## src/rtl/rpd_pkg.sv

```systemverilog
`timescale 1ns / 1ps
// ============================================================================
// rpd_pkg
// Shared types and constants for the region perimeter detector: transaction
// payloads, opcodes, register indexes, controller states and the area check.
// ============================================================================
package rpd_pkg;

    localparam int CFG_DATA_W = 9;
    localparam int CFG_IDX_W  = 2;
    localparam int SIZE_W     = 13;   // holds any clamped size up to 4096

    typedef enum logic [1:0] {
        OP_CLEAR = 2'd0,
        OP_LOAD  = 2'd1,
        OP_QUERY = 2'd2,
        OP_NONE  = 2'd3
    } opcode_t;

    localparam logic [CFG_IDX_W-1:0] CFG_WIDTH_USED     = 2'd0;
    localparam logic [CFG_IDX_W-1:0] CFG_HEIGHT_USED    = 2'd1;
    localparam logic [CFG_IDX_W-1:0] CFG_EIGHT_CONNECTED = 2'd2;

    typedef struct packed {
        logic [1:0] opcode;
        logic [7:0] pixel_x;
        logic [7:0] pixel_y;
        logic [7:0] blue_in;
        logic [7:0] green_in;
        logic [7:0] red_in;
    } in_t;

    typedef struct packed {
        logic       is_perimeter;
        logic [7:0] out_x;
        logic [7:0] out_y;
        logic [7:0] blue_out;
        logic [7:0] green_out;
        logic [7:0] red_out;
    } out_t;

    // Effective area seen by the datapath, already clamped to the store size.
    typedef struct packed {
        logic [SIZE_W-1:0] w_eff;
        logic [SIZE_W-1:0] h_eff;
        logic              eight_conn;
    } cfg_t;

    typedef enum logic [3:0] {
        ST_CLEAR,
        ST_IDLE,
        ST_LD_RD,
        ST_LD_WR,
        ST_Q_TOP,
        ST_Q_MID,
        ST_Q_BOT,
        ST_Q_END,
        ST_Q_OUT
    } state_t;

    function automatic logic coord_inside(logic [7:0] x, logic [7:0] y, cfg_t c);
        logic in_x;
        logic in_y;
        in_x = 16'(x) < 16'(c.w_eff);
        in_y = 16'(y) < 16'(c.h_eff);
        return in_x && in_y;
    endfunction

endpackage

```

## src/rtl/rpd_cfg.sv

```systemverilog
`timescale 1ns / 1ps
// ============================================================================
// rpd_cfg
// Configuration registers. Sizes above the store limits are clamped here so
// the datapath only ever sees a usable area.
// ============================================================================
module rpd_cfg #(
    parameter int MAX_WIDTH  = 256,
    parameter int MAX_HEIGHT = 256
) (
    input  logic                            clk,
    input  logic                            rst_n,
    input  logic                            cfg_we,
    input  logic [rpd_pkg::CFG_IDX_W-1:0]   cfg_index,
    input  logic [rpd_pkg::CFG_DATA_W-1:0]  cfg_data,
    output rpd_pkg::cfg_t                   cfg
);

    logic [8:0] width_used_reg;
    logic [8:0] height_used_reg;
    logic       eight_conn_reg;

    always_ff @(posedge clk or negedge rst_n)
    begin
        if (!rst_n)
        begin
            width_used_reg  <= 9'd256;
            height_used_reg <= 9'd256;
            eight_conn_reg  <= 1'b0;
        end
        else if (cfg_we)
        begin
            case (cfg_index)
                rpd_pkg::CFG_WIDTH_USED:      width_used_reg  <= cfg_data;
                rpd_pkg::CFG_HEIGHT_USED:     height_used_reg <= cfg_data;
                rpd_pkg::CFG_EIGHT_CONNECTED: eight_conn_reg  <= cfg_data[0];
                default:                      ;
            endcase
        end
    end

    always_comb
    begin
        cfg.w_eff = (16'(width_used_reg) > 16'(MAX_WIDTH)) ?
                    rpd_pkg::SIZE_W'(MAX_WIDTH) : rpd_pkg::SIZE_W'(width_used_reg);
        cfg.h_eff = (16'(height_used_reg) > 16'(MAX_HEIGHT)) ?
                    rpd_pkg::SIZE_W'(MAX_HEIGHT) : rpd_pkg::SIZE_W'(height_used_reg);
        cfg.eight_conn = eight_conn_reg;
    end

endmodule

```

## config.mk

```make
export PLATFORM = sky130hd
export DESIGN_NAME = rpd_cfg
export DESIGN_NICKNAME = d
export VERILOG_FILES = /design/src/rtl/rpd_pkg.sv /design/src/rtl/rpd_cfg.sv
export SDC_FILE = /design/constraint.sdc
export NUM_CORES = 1
export LEC_CHECK = 0
export BUFFER_PORTS_ARGS = -buffer_cell sky130_fd_sc_hd__clkbuf_2
export CORE_MARGIN = 4
export CORE_UTILIZATION = 41
export CTS_CLUSTER_DIAMETER = 200
export DETAILED_ROUTE_END_ITERATION = 10
export GPL_TIMING_DRIVEN = 0
export PLACE_DENSITY = 0.74
export SYNTH_ARGS = -nofsm -noshare
export SYNTH_HDL_FRONTEND = slang
export SYNTH_SLANG_ARGS = --single-unit
```

## constraint.sdc

```tcl
create_clock -name clk -period 1 [get_ports clk]
set_clock_uncertainty 0.2 [all_clocks]
set_input_delay 0.1 -clock clk [delete_from_list [all_inputs] [get_ports clk]]
set_output_delay 0.1 -clock clk [all_outputs]
set_load 0.02 [all_outputs]
```

# Word-level counts from Yosys, hierarchy flattened
# Cells that the tools add are included.
dict set report totals {
  ff_bits 19
  out_inout_bits 27
}
dict set report op_classes {
  n_eq_ne 2
  magnitude_cmp 2
  n_reduce_logical 4
  muxes 2
}
# cell count
set ops {}
lappend ops {{$gt A9 B9 Y1 const B} 2}
lappend ops {{$mux W9} 2}
lappend ops {{$reduce_and A2 Y1} 3}
lappend ops {{$eq A2 B1 Y1 const B} 1}
lappend ops {{$eq A2 B2 Y1 const B} 1}
lappend ops {{$logic_not A2 Y1} 1}

# Depth between registers and ports, before layout
dict set report logic_depth {
  ltp_word 2
  mapped_depth 3
  depth_no_buf 2
}

# Least setup slack after synthesis
# Ideal clock, no wire load.
dict set report synth_timing {
  path_kind {reg-to-output}
  startpoint {reg width_used_reg[8]}
  endpoint {out cfg[22] in the netlist's numbering}
  required_time_ns 0.700
  setup_slack_ns -0.107
  t_arrival_ns 0.807
  stages_incl_launch_ff 2
  cell_sequence {dfstp_2 -> clkbuf_1}
}
# item line
set synth_lines {}
lappend synth_lines {{from (decl)} rpd_cfg.sv:19} ;# logic [8:0] width_used_reg;
lappend synth_lines {{from (signal assigned)} rpd_cfg.sv:34} ;# rpd_pkg::CFG_WIDTH_USED: width_used_reg <= cfg_data;
lappend synth_lines {{to (decl)} rpd_cfg.sv:16} ;# output rpd_pkg::cfg_t cfg

==> flow_summary.toml <==
[layout]
layout_common_cells = "clkbuf_2, dfrtp_1, buf_4, mux2_4"
drive_gt1_frac = 0.650
fin_util = 0.709
fillers = 151
syn_to_final_growth_pct = 57.0
final_nets = 138
diodes = 0
finalNonFillerCells = 150
seq_area_um2 = 478
multi_input_area_um2 = 455

[worst_setup_path]
r2r-end = "width_used_reg[8]$_DFFE_PN1P_"
reg2reg_from = "width_used_reg[8]$_DFFE_PN1P_"
r2r_slack_ns = -0.12
start_kind = "flop"
critPathMaxStageDelay_ns = 0.61
end_kind = "primary output"
arrival_ns = 1.23
ff2ff_path_depth = 2
crit_type = "flop to primary output"
cp.required_ns = 0.70
cp-endpoint = "cfg[8]"
cp_max_fo = 4
crit_chain = "buf_4, nor2b_1, clkbuf_2"
critPathSlowestCell = "dfstp_2"
cp-startpoint = "height_used_reg[8]$_DFFE_PN1P_"

[clock_network]
numCtsBuffers = 3
cts_sinks = 19
htree_levels = 1
clk_latency_ns = 0.29
clkTransAtPathRegs_ns = 0.10
clockBufferDepth = 2
clockRootBuffer = "clkbuf_4"
cts_tree = "built"

[floorplan]
start_util = 0.452
io_pins = 41
die_w_um = 55.4
placementRows = 16
die_area_um2 = 3070
die_h_um = 55.4
design.core.area_um2 = 2040

[timing]
finalMaxSlewViolations = 0
max_freq_ghz = 0.655
min_period_ns = 1.53
holdWs_ns = -0.149
rsz0062_at_grt = "yes"
finalCritPeriodShare = 1.53
fin_ws_ns = -0.527
tns_ns = -9.37
finalHoldViolations = 5
setup_viol = 27

[pwr]
power_density_nw_per_um2 = 1710
power_leakage_nw = 0.728
switching_share = 0.320
switching_power_w = 0.000793
comb_power_share = 0.439
seq_power_share = 0.409
pwr-share-clk = 0.153
p_int_w = 0.00169
vdd.ir_drop.worst_v = 0.00141
finalPower_w = 0.00248

[routing]
dr.pass1.iters = 3
wire_per_inst_um = 13.3
ant_nets = 0
dr.first_iter.drc_count = 4
via_per_inst = 4.49
vias = 673
finalWirelength_mm = 1.99
drc = 0

[place]
io_buffer_count = 32
dp_hpwl_mm = 1.32
place_inst = 136
place_ws_ns = -0.280
routabilityCongestion = 0.681

[outcome]
status = "finished, violations left"
violations = "hold timing, setup timing"

[synth]
syn_inst = 70
ys_seq_area_frac = 0.518
ys_warn_count = 0
ys_ff_latch = 19
ys_types = 11
syn_avg_cell_area_um2 = 13.2
netlist_area_um2 = 922

[global_routing]
overflow = 0
track_usage = 0.135
grt_pass1_wl_mm = 3.27
antenna_found_initial = 0
grt_pass1_vias = 711
grt_max_degree = 20

[worst_hold_path]
hold_path.class = "primary input to flop"

[run]
max_cap_violations = 0
## cells by family (layout without fill, tap and decap cells)
| logic type | Yosys count | after routing | share of synthesized area |
|---|---|---|---|
| mux | 19 | 19 | 0.232 |
| other cells | 1 | 8 | 0.00407 |
| buf+inv | 12 | 58 | 0.0936 |
| flops | 19 | 19 | 0.518 |
| simple gates | 19 | 19 | 0.152 |
## cells in the mapped netlist, drive strengths merged
| cell type | n | area, um2 |
|---|---|---|
| nor3b | 1 | 12.5 |
| clkbuf | 2 | 7.51 |
| nand3b | 2 | 27.5 |
| dfrtp | 17 | 425 |
| mux2 | 19 | 214 |
| dfstp | 2 | 52.6 |
| conb | 1 | 3.75 |
| nor2b | 16 | 100 |
| buf | 10 | 78.8 |
## stage by stage
stage	area [um2]	hold WS (ns)
2_1_floorplan	1000	-0.396
5_1_grt	1450	-0.171
3_3_place_gp	1200	-0.127
4_1_cts	1380	-0.159
6_report	1450	-0.149
3_5_place_dp	1200	-0.127
## power groups by stage
| stage | combinational [W] | clock, W | sequential [W] |
|---|---|---|---|
| 2_1_floorplan | 0.000569 | 0 | 0.00101 |
| 3_3_place_gp | 0.000770 | 0 | 0.00105 |
| 3_5_place_dp | 0.000785 | 0 | 0.00106 |
| 4_1_cts | 0.00100 | 0.000395 | 0.00101 |
| 5_1_grt | 0.00116 | 0.000442 | 0.00103 |
| 6_report | 0.00109 | 0.000379 | 0.00101 |
## worst max-delay path: cells and delay by family (launching register included)
family	cells	cell delay, ns
AND/OR/NAND/NOR	1	0.04
buffers and inverters	2	0.29
flip-flops	1	0.61
## how the worst min path moves through the flow
stage | to | slack, ns | start | cells past startpoint
2_1_floorplan | eight_conn_reg$_DFFE_PN0P_ | -0.40 | rst_n | 0
3_3_place_gp | height_used_reg[5]$_DFFE_PN0P_ | -0.13 | rst_n | 1
3_5_place_dp | width_used_reg[5]$_DFFE_PN0P_ | -0.13 | rst_n | 1
4_1_cts | width_used_reg[3]$_DFFE_PN0P_ | -0.16 | cfg_data[3] | 2
5_1_grt | width_used_reg[3]$_DFFE_PN0P_ | -0.17 | cfg_data[3] | 2
6_report | width_used_reg[3]$_DFFE_PN0P_ | -0.15 | cfg_data[3] | 2
## metal layers
metal  vias up  part of all wire  global-route usage
li1        319                 -                   -
met1       322              0.38               0.155
met2        28              0.52               0.223
met3         4             0.083              0.0396
met4         0             0.018              0.0729
met5         -                 0                   0
## layout make-up
cell class,instances,share of cell area
Clock buffer,3,0.0156
Tap cell,27,0.0233
Buffer,11,0.0622
Clock inverter,1,0.00346
Timing Repair Buffer,43,0.251
Multi-Input combinational cell,46,0.315
Sequential cell,19,0.330
## timing repair
action,CTS,global route
hold endpoints to repair,38,11
hold buffers,5,3
buffers inserted,6,0
endpoints found under the setup margin,21,24
gates resized for setup,13,26
Power figures use the tool's default switching activity.
