`src/rtl/rpd_ram.sv`:
```
`timescale 1ns / 1ps
// ============================================================================
// rpd_ram
// Generic simple dual-port RAM: one write port, one read port with the read
// data registered. Read data holds while re is low.
// ============================================================================
module rpd_ram #(
    parameter int WIDTH = 8,
    parameter int DEPTH = 16
) (
    input  logic                     clk,
    input  logic                     we,
    input  logic [$clog2(DEPTH)-1:0] waddr,
    input  logic [WIDTH-1:0]         wdata,
    input  logic                     re,
    input  logic [$clog2(DEPTH)-1:0] raddr,
    output logic [WIDTH-1:0]         rdata
);

    logic [WIDTH-1:0] mem [DEPTH];
    logic [WIDTH-1:0] rdata_reg;

    always_ff @(posedge clk)
    begin
        if (we)
        begin
            mem[waddr] <= wdata;
        end
        if (re)
        begin
            rdata_reg <= mem[raddr];
        end
    end

    assign rdata = rdata_reg;

endmodule

```
`config.mk`:
```
export PLATFORM = sky130hd
export DESIGN_NAME = rpd_ram
export DESIGN_NICKNAME = d
export VERILOG_FILES = /design/src/rtl/rpd_ram.sv
export SDC_FILE = /design/constraint.sdc
export NUM_CORES = 1
export LEC_CHECK = 0
export BUFFER_PORTS_ARGS = -buffer_cell sky130_fd_sc_hd__clkbuf_2
export CAP_MARGIN = 0
export CORE_MARGIN = 4
export CORE_UTILIZATION = 54
export CTS_CLUSTER_SIZE = 14
export DETAILED_ROUTE_END_ITERATION = 8
export GPL_TIMING_DRIVEN = 0
export PLACE_DENSITY_LB_ADDON = 0.05
export SYNTH_ARGS = -nofsm -noshare
export SYNTH_HDL_FRONTEND = slang
export SYNTH_SLANG_ARGS = --single-unit
```
`constraint.sdc`:
```
create_clock -name clk -period 2.19 [get_ports clk]
set_clock_uncertainty 0.2 [all_clocks]
set_input_delay 0.438 -clock clk [delete_from_list [all_inputs] [get_ports clk]]
set_output_delay 0.438 -clock clk [all_outputs]
set_load 0.005 [all_outputs]
```
; ---- Yosys cells after proc, flatten, opt, wreduce, memory -nomap -nowiden
; Memory sizes are Yosys's and may differ from the RTL's. A register that Yosys moved wholly into a read port is not among the register bits.
; Index checks and enable logic that the tools add are counted.
[classes]
n_mux = 2
[op_table]
columns = op, count
row1 = 1-bit two-way mux, 2
[totals]
ff_bits = 0
ramBits = 128
inputBits = 19
output_inout_bits = 8
elab_cells = 3
mem_count = 1
[mem_list]
columns = name, words, word_bits, rd, rd_clocked_by_memory_dff, write_ports, line_no
row1 = mem, 16, 8, 1, 1, 1, 20  ; logic [WIDTH-1:0] mem [DEPTH];

; ---- Logic depth before layout (Yosys ltp)
; Gate-level depths: netlist of the first run.
[depth]
word_depth = 2
ltp_mapped = 5
ltp_nobuf = 3

; ---- Worst setup path after synthesis of the first run
; OpenSTA, ideal clock, no wires.
[synth_path]
path_kind = in2reg
from = input waddr[2]
to = memory mem[0][0], enable pin
setup_time_ns = 0.383
arrival_time_ns = 1.548
required_ns = 1.607
setup_slack_ns = 0.059
path_stages = 2
n_path_buf = 0
cell_sequence = or3b_2 > nor3_1
[synth_lines]
columns = element, line_no
row1 = from (decl), 13  ; input logic [$clog2(DEPTH)-1:0] waddr,
row2 = to (decl), 20
; Straight into the memory's write port.

; ---- Final worst setup path of the first run
[layout_path]
from = input waddr[2]
to = memory mem[8][6], enable pin
; Straight into the memory's write port.

==> results of run 1 <==
worst max-delay path: stages:
cell	delay, ns
clkbuf_2	0.11
nand3b_1	0.25
nor3_1	0.99
layer usage:
metal / part of all wire / up-vias / GRT usage
li1: - / 1070 / -
met1: 0.46 / 1248 / 0.2737
met2: 0.47 / 77 / 0.2701
met3: 0.057 / 13 / 0.05768
met4: 0.010 / 0 / 0.05920
met5: 0 / - / 0
logic make-up after synthesis:
group | after synthesis | synth area share
flip-flops | 136 | 0.7812
AND/OR/NAND/NOR | 35 | 0.03136
multiplexers | 32 | 0.1479
AO/OA/AOI/OAI | 16 | 0.02298
buffers and inverters | 10 | 0.01651
layout make-up:
type                            count  share of cell area
Sequential cell                   136              0.6752
Timing Repair Buffer               25             0.02069
Clock buffer                       18             0.06909
Buffer                             10             0.01427
Multi-Input combinational cell     83              0.1756
Clock inverter                     12             0.01841
Tap cell                          129             0.02669
cells in the mapped netlist (all sizes together) (2+ instances only):
master,count
a22oi,16
nand2b,2
nor3,4
edfxtp,136
buf,7
nand3b,2
mux4,32
nand2,9
nor2,13
clkdlybuf4s25,3
through the flow:
stage	instance area (µm²)	setup slack [ns]	instances	hold slack, ns	power, mW
floorplan	5228	0.05913	229	0.3369	3.147
global placement	5514	-0.5397	383	0.5441	3.269
detailed placement	5514	-0.5606	383	0.5565	3.277
CTS	6048	0.2998	413	0.07655	5.788
global route	6048	0.1974	413	0.07487	5.928
finish	6048	0.3143	413	0.09023	5.750
where the power goes:
group / switching (mW) / total (mW) / internal (mW)
Combinational: 0.160 / 0.273 / 0.112
Sequential: 0.0122 / 2.95 / 2.93
Clock: 0.952 / 2.53 / 1.58
path summary, 6_finish.rpt:
path	end	slack (ns)	from	depth (start not counted)
worst min register to register	rdata[4]$_DFFE_PP_	0.56	mem[8][4]$_DFFE_PP_	3
worst min-delay path	rdata[3]$_DFFE_PP_	0.09	re	1
worst max-delay path	mem[8][6]$_DFFE_PP_	0.31	waddr[2]	3
worst max register to register	rdata[0]$_DFFE_PP_	0.43	mem[5][0]$_DFFE_PP_	3
what timing repair did:
action                                  CTS  global route
resized for setup                         1             0
endpoints found under the setup margin    8             0
hold endpoints to repair                  0             0
hold buffers                              0             0
==> results.cfg, run 1 <==
[status]
status = finished, final reports clean

[detailed_routing]
final_antenna_net_count = 0
finalWirelength_um = 9613
firstDrtPassIters = 5
via_per_inst = 5.831
route.detailed.drc = 0
vias = 2408
drt-initial-drc-count = 123
wl_per_cell_um = 23.28

[run]
cap_violations = 0

[clock_tree]
clk_pin_slew_ns = 0.06
cts_sinks = 136
cts_buffers = 17
cts_buffer_depth = 2
post_cts_buffers = 0
insertion_delay_ns = 0.51
h-tree-depth = 4
cts_tree = done
cts_root_buf = clkbuf_8

[placement]
dpl.hpwl_um = 6109
globalplace.congestion = 0.7266
portBuffers = 25

[final_layout]
multi_input_area_um2 = 1062
final_common_cell = edfxtp_1
n_antenna_cell = 0
nFillCells = 628
layout-drive-gt1-share = 0.2852
nNetsFinal = 292
ff_latch_area_um2 = 4084
largest_reg_flops = 128
layout_common_cells = edfxtp_1 (136), clkbuf_2 (25), mux4_2 (18)
finish.utilization = 0.6484
syn_to_final_growth_pct = 15.70

[yosys]
dominantRegCellSynth = edfxtp_1
yosys_warnings = 0
synthArstFlopShare = 0
synth_edf_count = 136
ys_top_cells_by_area = edfxtp_1 (78%), mux4_2 (7.8%), mux4_1 (7.0%)
synthesis.nets = 248
ys_seq_area_frac = 0.7812
synth_top_cell_by_area = edfxtp_1
syn_avg_cell_area_um2 = 22.83
synth_area_um2 = 5228
syn_inst = 229
synth_seq_cells = 136
netlist.area_leader.share = 0.7812
ys_types = 18

[grt]
grt_max_degree = 17
grt_pass1_wl_um = 14730
gr-total-overflow = 0
grt_pass1_vias = 2429
track_usage = 0.1864
antenna_found_initial = 0

[worst_setup_path]
critPathKind = input pin to flop
crit_path_end_kind = flop
crit_arrival_ns = 1.80
start_kind = input pin
worst-path-max-fanout = 8
required_ns = 2.11

[sta]
hold_violations = 0
finalCritPeriodShare = 0.8565
tightest_slew_ns = 1.259
slew-limit-headroom = 0.1539
min_period_ns = 1.876
fin_tns_setup_ns = 0
setup_viol = 0
rsz0062_at_grt = no
slew_violations = 0
clock.fmax_mhz = 533.1

[power_and_ir_drop]
pwr_density_cell_nw_per_um2 = 950.7
irDropWorstVdd_uv = 532.5
p_leak_nw = 2.018

[min_path]
hp-class = input pin to flop

[die]
dieWidth_um = 106.4
die_y_um = 106.4
coreArea_um2 = 9328
start_util = 0.5604
rows = 35
ioPinCount = 27
dieArea_um2 = 11320
No activity file was read; power rests on OpenSTA's default activity.
==> run 2: changes to the inputs <==
- PLACE_DENSITY: not set -> 0.79
- PLACE_DENSITY_LB_ADDON: 0.05 -> not set
==> results.cfg, run 2 (synthesis results as in run 1) <==
[placement]
pre_cts_slack_ns = -0.4476
dpl.hpwl_um = 6072
globalplace.congestion = 0.7407
portBuffers = 25
dpl_cell_area_um2 = 5514

[run]
cap_violations = 0

[worst_setup_path]
crit_buf_inv = 1
critPathKind = input pin to flop
crit_arrival_ns = 1.72
required_ns = 2.13
start_kind = input pin
cpLargestDelayFamily = simple AND/OR/NAND/NOR gates
cp_slowest_cell = nor2_1
cp_cell_sequence = clkbuf_2, or3b_2, nor2_1
critPathMaxStageDelay_ns = 0.64
worst-path-max-fanout = 8
crit_path_end_kind = flop

[die]
start_util = 0.5604
ioPinCount = 27
dieWidth_um = 106.4
rows = 35
dieArea_um2 = 11320
coreArea_um2 = 9328
die_y_um = 106.4

[final_layout]
finish.utilization = 0.6589
stdcell_area_um2 = 6146
n_antenna_cell = 0
largest_reg_flops = 128
layout_common_cells = edfxtp_1 (136), clkbuf_2 (26), mux4_2 (18)
layout-drive-gt1-share = 0.3007
nNetsFinal = 293
syn_to_final_growth_pct = 17.57
final_common_cell = edfxtp_1

[grt]
grt_max_degree = 17
antenna_found_initial = 0
grt_pass1_wl_um = 15260
track_usage = 0.1931
grt_pass1_vias = 2558
gr-total-overflow = 0

[sta]
tightest_slew_ns = 1.184
slew-limit-headroom = 0.2049
clock.fmax_mhz = 561.6
hold_violations = 0
finalCritPeriodShare = 0.8131
setup_viol = 0
min_period_ns = 1.781
slew_violations = 0
rsz0062_at_grt = no
postLayoutSetupSlackWorst_ns = 0.4094
whs_ns = 0.07745

[clock_tree]
insertion_delay_ns = 0.51
post_cts_buffers = 0
clk_pin_slew_ns = 0.06
cts_tree = done
cts_sinks = 136
cts_buffer_depth = 2
cts_buffers = 17
cts_root_buf = clkbuf_8
h-tree-depth = 4
postCtsHoldBufs = 0

[detailed_routing]
route.detailed.drc = 0
vias = 2465
finalWirelength_um = 9900
wl_per_cell_um = 23.86
drt-initial-drc-count = 193
via_per_inst = 5.940
final_antenna_net_count = 0
firstDrtPassIters = 4

[status]
status = finished, final reports clean

[min_path]
hp-class = input pin to flop

[power_and_ir_drop]
p_leak_nw = 2.057
power.total_mw = 6.195
irDropWorstVdd_uv = 499.5
pwr_density_cell_nw_per_um2 = 1008
==> run 2: changes by cell type in the layout (fill, tap and decap cells not counted) <==
cell,delta
bufinv_16,+3
clkbuf_2,+1
clkinv_1,-3
clkinv_2,-2
clkinv_4,+1
clkinvlp_4,+2
==> run 2: where the power goes <==
group,leakage (nW),internal [mW],total (mW),switching (mW)
sequential,1.24,2.93,2.95,0.0136
clock,0.293,1.95,2.98,1.03
combinational,0.528,0.113,0.271,0.158
==> run 2: final timing paths <==
kind	cells past startpoint	slack, ns	endpoint	from
min reg2reg	3	0.56	rdata[2]$_DFFE_PP_	mem[10][2]$_DFFE_PP_
max reg2reg	3	0.45	rdata[7]$_DFFE_PP_	mem[3][7]$_DFFE_PP_
max	3	0.41	mem[3][4]$_DFFE_PP_	waddr[2]
min	1	0.08	rdata[4]$_DFFE_PP_	re
==> run 2: metal layers <==
metal / wire length, µm / global-route usage
met4: 165 / 0.08141
met3: 731 / 0.04797
met2: 5006 / 0.2937
met1: 3997 / 0.2698
met5: 0 / 0
==> run 2: stage by stage <==
stage	cells	TNS, ns
6_report	415	0
3_3_place_gp	383	-7.237
4_1_cts	414	0
5_1_grt	415	0
2_1_floorplan	229	0
3_5_place_dp	383	-8.993
==> run 2: layout make-up <==
class / instances / area, µm²
buffer: 10 / 86.33
fill: 595 / 3182
multi-input combinational: 83 / 1062
clock buffer: 18 / 417.9
timing repair buffer: 26 / 130.1
sequential: 136 / 4084
clock inverter: 13 / 203.9
tap: 129 / 161.4
==> run 2: timing repair <==
action,4_1_cts,5_1_grt
resized for setup,0,1
hold endpoints to repair,0,0
setup endpoints to repair,0,8
==> run 3: changes to the inputs <==
- clock period: 2.19 -> 1.63 ns (I/O delays scaled with it)
==> results.cfg, run 3 (synthesis results as in run 1) <==
[detailed_routing]
finalWirelength_um = 10320
vias = 2462
via_per_inst = 5.918
firstDrtPassIters = 4
final_antenna_net_count = 0
route.detailed.drc = 0
wl_per_cell_um = 24.81
drt-initial-drc-count = 198

[power_and_ir_drop]
irDropWorstVdd_uv = 1149
power.total_mw = 8.138
p_leak_nw = 2.011
pwr_density_cell_nw_per_um2 = 1319

[sta]
rsz0062_at_grt = yes
min_period_ns = 1.657
hold_violations = 0
postLayoutSetupSlackWorst_ns = -0.02745
clock.fmax_mhz = 603.3
finalCritPeriodShare = 1.017
tightest_slew_ns = 0.8137
setup_viol = 3
slew_violations = 0
whs_ns = 0.07616
slew-limit-headroom = 0.4556

[final_layout]
n_antenna_cell = 0
nNetsFinal = 293
finish.utilization = 0.6614
final_common_cell = edfxtp_1
syn_to_final_growth_pct = 18.02
layout_common_cells = edfxtp_1 (136), mux4_2 (32), clkbuf_2 (25)
nFillCells = 581
stdcell_area_um2 = 6170
stdcell_count = 416
layout-drive-gt1-share = 0.3798
largest_reg_flops = 128

[placement]
portBuffers = 25
dpl.hpwl_um = 6177
dp_cells = 383
dpl_cell_area_um2 = 5535
globalplace.congestion = 0.7217

[worst_setup_path]
cp_slowest_cell = mux4_2
start_kind = flop
cp_cell_sequence = mux4_2, a22oi_2, nand2_1
required_ns = 1.68
crit_path_end_kind = flop
worst-path-max-fanout = 1
r2r_start = mem[7][2]$_DFFE_PP_
critPathMaxStageDelay_ns = 0.52
crit_arrival_ns = 1.71
critPathKind = flop to flop
startpoint = mem[7][2]$_DFFE_PP_

[status]
status = finished with violations
violations = setup timing

[die]
coreArea_um2 = 9328
die_y_um = 106.4
start_util = 0.5604
dieArea_um2 = 11320
rows = 35
ioPinCount = 27
dieWidth_um = 106.4

[clock_tree]
cts_sinks = 136
insertion_delay_ns = 0.51
cts_root_buf = clkbuf_8
cts_tree = done
h-tree-depth = 4
cts_buffers = 17
post_cts_buffers = 0
cts_buffer_depth = 2
clk_pin_slew_ns = 0.06

[grt]
track_usage = 0.1999
grt_pass1_wl_um = 15720
grt_pass1_vias = 2513
gr-total-overflow = 0
grt_max_degree = 17
antenna_found_initial = 0

[min_path]
min_from = wdata[6]
hp-class = input pin to flop

[run]
cap_violations = 0
==> run 3: critical path: cells and delay by family (launching register included) <==
kind	cells	cell delay [ns]
AND/OR/NAND/NOR	1	0.07
flip-flops	1	0.40
multiplexers	1	0.52
AO/OA/AOI/OAI	1	0.22
==> run 3: layer usage <==
metal	share of wire	GRT usage	vias to the layer above
met5	0	0	-
met4	0.017	0.06753	0
met3	0.068	0.04736	12
met2	0.49	0.3027	124
met1	0.43	0.2902	1266
li1	-	-	1060
==> run 3: layout make-up <==
type / count / area (µm²) / share of cell area
clock buffer: 21 / 429.2 / 0.06956
multi-input combinational: 83 / 1086 / 0.1760
timing repair buffer: 26 / 135.1 / 0.02190
tap: 129 / 161.4 / 0.02616
sequential: 136 / 4084 / 0.6619
buffer: 10 / 120.1 / 0.01947
clock inverter: 11 / 153.9 / 0.02494
==> run 3: final timing paths <==
check	end	slack [ns]	cells after the start
worst max register to register	rdata[2]$_DFFE_PP_	-0.03	3
worst min-delay path	mem[7][6]$_DFFE_PP_	0.08	1
worst min register to register	rdata[1]$_DFFE_PP_	0.57	3
worst max-delay path	rdata[2]$_DFFE_PP_	-0.03	3
==> run 3: power by group <==
group / internal, mW / switching, mW / total (mW)
combinational: 0.175 / 0.239 / 0.413
clock: 2.46 / 1.30 / 3.76
sequential: 3.94 / 0.0200 / 3.96
==> run 3: timing repair <==
action,4_1_cts,5_1_grt
pin swaps,3,2
hold buffers,1,0
endpoints found under the setup margin,7,7
gates resized for setup,8,2
hold endpoints to repair,8,0
==> run 3: per-stage QoR <==
| stage | setup TNS [ns] | setup WS (ns) |
|---|---|---|
| after global routing | -0.1946 | -0.05119 |
| final | -0.04921 | -0.02745 |
| after floorplan | -0.7599 | -0.09640 |
| after CTS | -0.03940 | -0.02638 |
| after detailed placement | -40.30 | -0.4183 |
| after global placement | -35.81 | -0.4037 |
